<file path="src/sv/tlcb_pkg.sv">
// shared types and constants for the thick line and disc rasterizer
`timescale 1ns / 1ps
package tlcb_pkg;
    localparam int FRAME_WIDTH  = 64;
    localparam int FRAME_HEIGHT = 64;
    localparam int COLOR_BITS   = 8;
    localparam int MAX_RADIUS   = 15;
    localparam int PIXEL_COUNT  = FRAME_WIDTH * FRAME_HEIGHT;
    localparam int ADDR_W       = $clog2(PIXEL_COUNT);
    localparam int COORD_W      = 12;
    localparam int RAD_W        = (MAX_RADIUS > 0) ? $clog2(MAX_RADIUS + 1) : 1;

    localparam logic [1:0] CMD_SET_PIXEL = 2'd0;
    localparam logic [1:0] CMD_FILL_DISC = 2'd1;
    localparam logic [1:0] CMD_DRAW_LINE = 2'd2;
    localparam logic [1:0] CMD_READ_PIX  = 2'd3;

    // controller to datapath
    typedef struct packed {
        logic load;        // capture a new beat
        logic clr_step;    // clear address of the clearing pass
        logic clr_write;   // write zero at clear address
        logic line_init;   // order endpoints, set first major step
        logic div_start;   // start minor coordinate division
        logic div_step;    // one quotient bit
        logic disc_init;   // set disc offset to the top left corner
        logic disc_center; // move disc center to the current line step
        logic disc_step;   // test and write one disc pixel, advance offset
        logic major_step;  // next major step
        logic pix_write;   // single pixel write
        logic rd_issue;    // read address to memory
        logic rd_capture;  // latch read data into result
    } t_ctrl;

    // datapath to controller
    typedef struct packed {
        logic clr_done;
        logic div_done;
        logic disc_last;
        logic line_last;
    } t_stat;
endpackage

</file>
<file path="src/sv/tlcb_ctrl.sv">
// command sequencer for the rasterizer
`timescale 1ns / 1ps
module tlcb_ctrl import tlcb_pkg::*; (
    input  logic       i_clk,
    input  logic       i_rst_n,
    input  logic       i_valid,
    output logic       o_ready,
    input  logic [1:0] i_command,
    output logic       o_valid,
    input  logic       i_ready,
    input  t_stat      i_stat,
    output t_ctrl      o_ctrl
);
    localparam logic [3:0] S_CLEAR = 4'd0;
    localparam logic [3:0] S_IDLE  = 4'd1;
    localparam logic [3:0] S_DISP  = 4'd2;
    localparam logic [3:0] S_LINIT = 4'd3;
    localparam logic [3:0] S_DSTRT = 4'd4;
    localparam logic [3:0] S_DIV   = 4'd5;
    localparam logic [3:0] S_DINIT = 4'd6;
    localparam logic [3:0] S_DISC  = 4'd7;
    localparam logic [3:0] S_RD    = 4'd8;
    localparam logic [3:0] S_RCAP  = 4'd9;
    localparam logic [3:0] S_OUT   = 4'd10;

    logic [3:0] r_state, n_state;
    logic [1:0] r_cmd;

    assign o_ready = (r_state == S_IDLE);
    assign o_valid = (r_state == S_OUT);

    always_comb begin
        n_state = r_state;
        o_ctrl  = '0;
        case (r_state)
            S_CLEAR: begin
                o_ctrl.clr_write = 1'b1;
                if (i_stat.clr_done) begin
                    n_state = S_IDLE;
                end
            end
            S_IDLE: begin
                if (i_valid) begin
                    o_ctrl.load = 1'b1;
                    n_state = S_DISP;
                end
            end
            S_DISP: begin
                case (r_cmd)
                    CMD_SET_PIXEL: begin
                        o_ctrl.pix_write = 1'b1;
                        n_state = S_OUT;
                    end
                    CMD_FILL_DISC: begin
                        o_ctrl.disc_init = 1'b1;
                        n_state = S_DISC;
                    end
                    CMD_DRAW_LINE: n_state = S_LINIT;
                    default: begin
                        o_ctrl.rd_issue = 1'b1;
                        n_state = S_RCAP;
                    end
                endcase
            end
            S_LINIT: begin
                o_ctrl.line_init = 1'b1;
                n_state = S_DSTRT;
            end
            S_DSTRT: begin
                o_ctrl.div_start = 1'b1;
                n_state = S_DIV;
            end
            S_DIV: begin
                o_ctrl.div_step = 1'b1;
                if (i_stat.div_done) begin
                    n_state = S_DINIT;
                end
            end
            S_DINIT: begin
                o_ctrl.disc_init   = 1'b1;
                o_ctrl.disc_center = 1'b1;
                n_state = S_DISC;
            end
            S_DISC: begin
                o_ctrl.disc_step = 1'b1;
                if (i_stat.disc_last) begin
                    if (r_cmd == CMD_DRAW_LINE && !i_stat.line_last) begin
                        o_ctrl.major_step = 1'b1;
                        n_state = S_DSTRT;
                    end else begin
                        n_state = S_OUT;
                    end
                end
            end
            S_RCAP: begin
                o_ctrl.rd_capture = 1'b1;
                n_state = S_OUT;
            end
            S_OUT: begin
                if (i_ready) begin
                    n_state = S_IDLE;
                end
            end
            default: n_state = S_IDLE;
        endcase
    end

    always_ff @(posedge i_clk) begin
        if (!i_rst_n) begin
            r_state <= S_CLEAR;
        end else begin
            r_state <= n_state;
        end
        if (o_ctrl.load) begin
            r_cmd <= i_command;
        end
    end
endmodule

</file>
<file path="config.mk">
export PLATFORM = sky130hd
export DESIGN_NAME = tlcb_ctrl
export DESIGN_NICKNAME = d
export VERILOG_FILES = /design/src/sv/tlcb_pkg.sv /design/src/sv/tlcb_ctrl.sv
export SDC_FILE = /design/constraint.sdc
export NUM_CORES = 1
export LEC_CHECK = 0
export ABC_AREA = 0
export BUFFER_PORTS_ARGS = -buffer_cell sky130_fd_sc_hd__buf_2
export CAP_MARGIN = 10
export CELL_PAD_IN_SITES_DETAIL_PLACEMENT = 0
export CELL_PAD_IN_SITES_GLOBAL_PLACEMENT = 1
export CORE_MARGIN = 5
export CORE_UTILIZATION = 36
export CTS_CLUSTER_DIAMETER = 150
export CTS_CLUSTER_SIZE = 12
export DETAILED_ROUTE_END_ITERATION = 10
export GPL_ROUTABILITY_DRIVEN = 0
export HOLD_SLACK_MARGIN = 0.1
export PLACE_DENSITY = 0.84
export SLEW_MARGIN = 10
export SYNTH_ARGS = -nofsm -noshare
export SYNTH_HDL_FRONTEND = slang
export SYNTH_SLANG_ARGS = --single-unit
</file>
<file path="constraint.sdc">
create_clock -name i_clk -period 2.3 [get_ports i_clk]
set_input_delay 0.46 -clock i_clk [delete_from_list [all_inputs] [get_ports i_clk]]
set_output_delay 0.46 -clock i_clk [all_outputs]
set_load 0.05 [all_outputs]
</file>
==> summary.txt <==
Floorplanning
  • Initial Utilization: 37.66%
  • Die height: 52.27 µm
  • DIE AREA: 2732 µm²
  • Core area: 1708 µm²
  • Top-level port count: 25
  • Row count: 15
  • Die Span X: 52.27 µm

Logic synthesis
  • Adder-cell share of the synthesized area: 9.728%
  • Sequential area share after synthesis: 21.79%
  • Cell taking the most area after synthesis: dfxtp_1
  • Main synth FF type: dfxtp_1
  • Top-area cell type share of the netlist area: 12.45%
  • Syn Std Cell Area: 643.1 µm²
  • Top-count cell post-synth: nor2_1
  • Mux cell area share after synthesis: 3.307%
  • Post-Synth XOR/XNOR Area: 0%
  • Area contributors post-synth: dfxtp_1 12%, ha_1 9.7%, edfxtp_1 9.3%, and3_1 3.9%, nand2b_1 3.9%
  • Number of enable flip-flop cells after synthesis: 2
  • Asr flop ratio synth: 0%
  • Mapped Cells: 80
  • Post-synthesis net count: 95
  • Yosys reg bits: 6
  • Synthesized area per cell: 8.039 µm²
  • Synth Area in Simple Gates: 35.60%
  • Largest family of logic cells by synthesized area: simple AND/OR/NAND/NOR gates
  • Post-synthesis compound-gate area fraction: 20.43%
  • Post-synth top cells: 6 x nor2_1, 5 x ha_1
  • Synthesis Warnings: 0
  • Cell variety after synth: 40

Setup path
  • Critical Path Sink Type: output port
  • Worst-path cell chain: nand2b_1 > nor2_2 > and3_2 > buf_2
  • Worst reg2reg setup slack: 0.43 ns
  • Delay-heaviest family, CP: simple AND/OR/NAND/NOR gates
  • WP buf/inv: 1
  • Critical path class: flip-flop to output port
  • Reg2reg end: r_state[1]$_SDFFE_PN0P_
  • Worst Path Required: 1.84 ns
  • Critical path's slowest cell: dfxtp_1
  • CP startpoint kind: flip-flop
  • Worst path max stage delay: 0.58 ns
  • Crit Path Max Fanout: 11
  • Cell count of the worst reg-to-reg path: 5
  • Worst Path Arrival: 1.68 ns
  • R2R Path Start: r_state[1]$_SDFFE_PN0P_

Route
  • Initial drt markers: 39
  • DRC: 0
  • Post-DRT Antenna Nets: 0
  • Total iterations of the first detailed-routing run: 4
  • Vias: 704
  • Vias per cell: 5.543
  • Total routed wirelength: 1770 µm
  • Per-cell routed wire length: 13.94 µm

Global route
  • Global Route Usage Sum: 14.68%
  • Largest net degree at the start of global routing: 17
  • Grt total ovfl: 0
  • Wire length of the first global-routing pass: 2960 µm
  • Antenna violations before repair: 0
  • Vias in the first global route: 641

STA
  • Setup WS post-layout: 0.1628 ns
  • Fin Clk Skew: 0.01125 ns
  • RSZ-0062 raised after global routing: no
  • Final hold violations: 0
  • Slew Limit Fails: 0
  • Max Freq: 0.4679 GHz
  • Post-route clock period utilization: 92.92%
  • # setup viols final: 0
  • Final worst path period need: 2.137 ns

Power and ir drop
  • Pwr Density: 684.0 nW/µm²
  • Net Sw Frac: 47.73%
  • Comb pwr share: 52.7%
  • Power Internal: 297.9 µW
  • Peak VDD IR: 397.2 µV
  • NetSw: 272.0 µW
  • Leakage: 0.3762 nW
  • Sequential fraction of design power: 28.0%
  • Clock share of power: 19.3%

Clock tree
  • Clk buf depth: 2
  • Clock Latency Late Sink: 0.26 ns
  • PostCTS Resize Cnt: 0
  • Cts hold-fix bufs: 0
  • Clock sinks: 6
  • Root buffer cell: clkbuf_4
  • H-Tree Depth: 1
  • Clock slew at reported path FFs: 0.05 ns
  • CTS tree: done
  • CTS buffer count: 3
  • Post-CTS Setup Repair Bufs: 0

Placed design
  • Dpl hpwl: 1401 µm
  • Buffers on Ports: 23
  • Pre-CTS WS: 0.4143 ns

Worst hold path
  • Endpoint, Worst Hold: r_cmd[0]$_DFFE_PP_
  • Hold Startpoint: i_command[0]
  • WHS Path Cells: 1
  • Worst hold path type: input port to flip-flop

Flow run
  • Max-Cap Viols: 0

Layout
  • Final net count: 118
  • Filler instances: 176
  • Syn-to-layout area delta: 29.57%
  • Layout Utilization: 48.79%
  • Register area: 141.4 µm²
  • Antenna diode count: 0
  • Multi-input gate area: 485.5 µm²
  • Layout cells sized above 1: 37.25%

Outcome
  • Outcome: completed
worst max-delay path by stage:
stage	end	start	cells past startpoint	slack, ns
final	o_ctrl[3]	r_state[1]$_SDFFE_PN0P_	4	0.16
after CTS	o_ctrl[3]	r_state[2]$_SDFFE_PN0P_	4	0.14
after global placement	o_ctrl[3]	r_state[1]$_SDFFE_PN0P_	4	0.43
after detailed placement	o_ctrl[3]	r_state[1]$_SDFFE_PN0P_	4	0.41
after floorplan	o_ctrl[8]	r_state[0]$_SDFFE_PN0P_	4	-0.01
after global routing	o_ctrl[1]	r_state[1]$_SDFFE_PN0P_	4	0.03
power by group through the flow:
stage / logic, mW / clock network (mW) / registers [mW]
floorplan: 0.259 / 0 / 0.133
global placement: 0.298 / 0 / 0.160
detailed placement: 0.298 / 0 / 0.161
CTS: 0.299 / 0.113 / 0.159
global route: 0.322 / 0.121 / 0.164
finish: 0.300 / 0.110 / 0.159
state kept, by name (all words and copies together), names as in the netlist:
signal	cells
r_state	4
r_cmd	2
cells in the final DEF (no fill, tap or decap), types with 2 or more instances in the layout:
| cell type | n |
|---|---|
| nand2_1 | 2 |
| buf_4 | 3 |
| clkbuf_4 | 3 |
| edfxtp_1 | 2 |
| nor2_1 | 5 |
| o21ai_0 | 2 |
| inv_1 | 3 |
| and2_1 | 2 |
| nand3b_1 | 2 |
| and3_1 | 3 |
| buf_2 | 23 |
| ha_1 | 5 |
| o32ai_1 | 2 |
| nor3_1 | 2 |
| nor2b_1 | 4 |
| dfxtp_1 | 3 |
| nand2b_1 | 4 |
| a21oi_1 | 3 |
| a32o_1 | 2 |
metal layers:
| metal | routed length (µm) | GRT usage, % | vias to the layer above |
|---|---|---|---|
| li1 | - | - | 338 |
| met1 | 739 | 19.55 | 324 |
| met2 | 833 | 21.97 | 38 |
| met3 | 178 | 3.989 | 4 |
| met4 | 19 | 6.383 | 0 |
| met5 | 0 | 0 | - |
cell families (layout without fill, tap and decap cells):
| family | Yosys count | after routing |
|---|---|---|
| other | 1 | 1 |
| buffers and inverters | 11 | 33 |
| AND/OR/NAND/NOR | 37 | 37 |
| AO/OA/AOI/OAI | 18 | 18 |
| adder cells (fa/ha/maj) | 5 | 5 |
| flip-flops | 6 | 6 |
| multiplexers | 2 | 2 |
area by class of cell:
cell class / count / share of cell area [%]
multi-input combinational: 63 / 58.26
sequential: 6 / 16.97
timing repair buffer: 26 / 16.52
tap: 25 / 3.754
clock buffer: 4 / 3.153
inverter: 3 / 1.351
through the flow:
step / setup TNS, ns / std cells / hold slack [ns] / total power, mW / instance area, µm²
after global routing: 0 / 127 / 0.3772 / 0.6076 / 833.3
final: 0 / 127 / 0.3800 / 0.5700 / 833.3
after global placement: 0 / 123 / 0.6379 / 0.4582 / 805.8
after CTS: 0 / 127 / 0.3766 / 0.5707 / 832.0
after floorplan: -0.01665 / 80 / 0.5589 / 0.3923 / 680.7
after detailed placement: 0 / 123 / 0.6426 / 0.4593 / 805.8
worst register-to-register path, delay by kind of cell (launching register included):
family | cells | cell delay, ns
AO/OA/AOI/OAI | 3 | 0.58
flip-flops | 1 | 0.58
multiplexers | 1 | 0.34
buffers and inverters | 1 | 0.26
No activity file was read; power rests on OpenSTA's default activity.
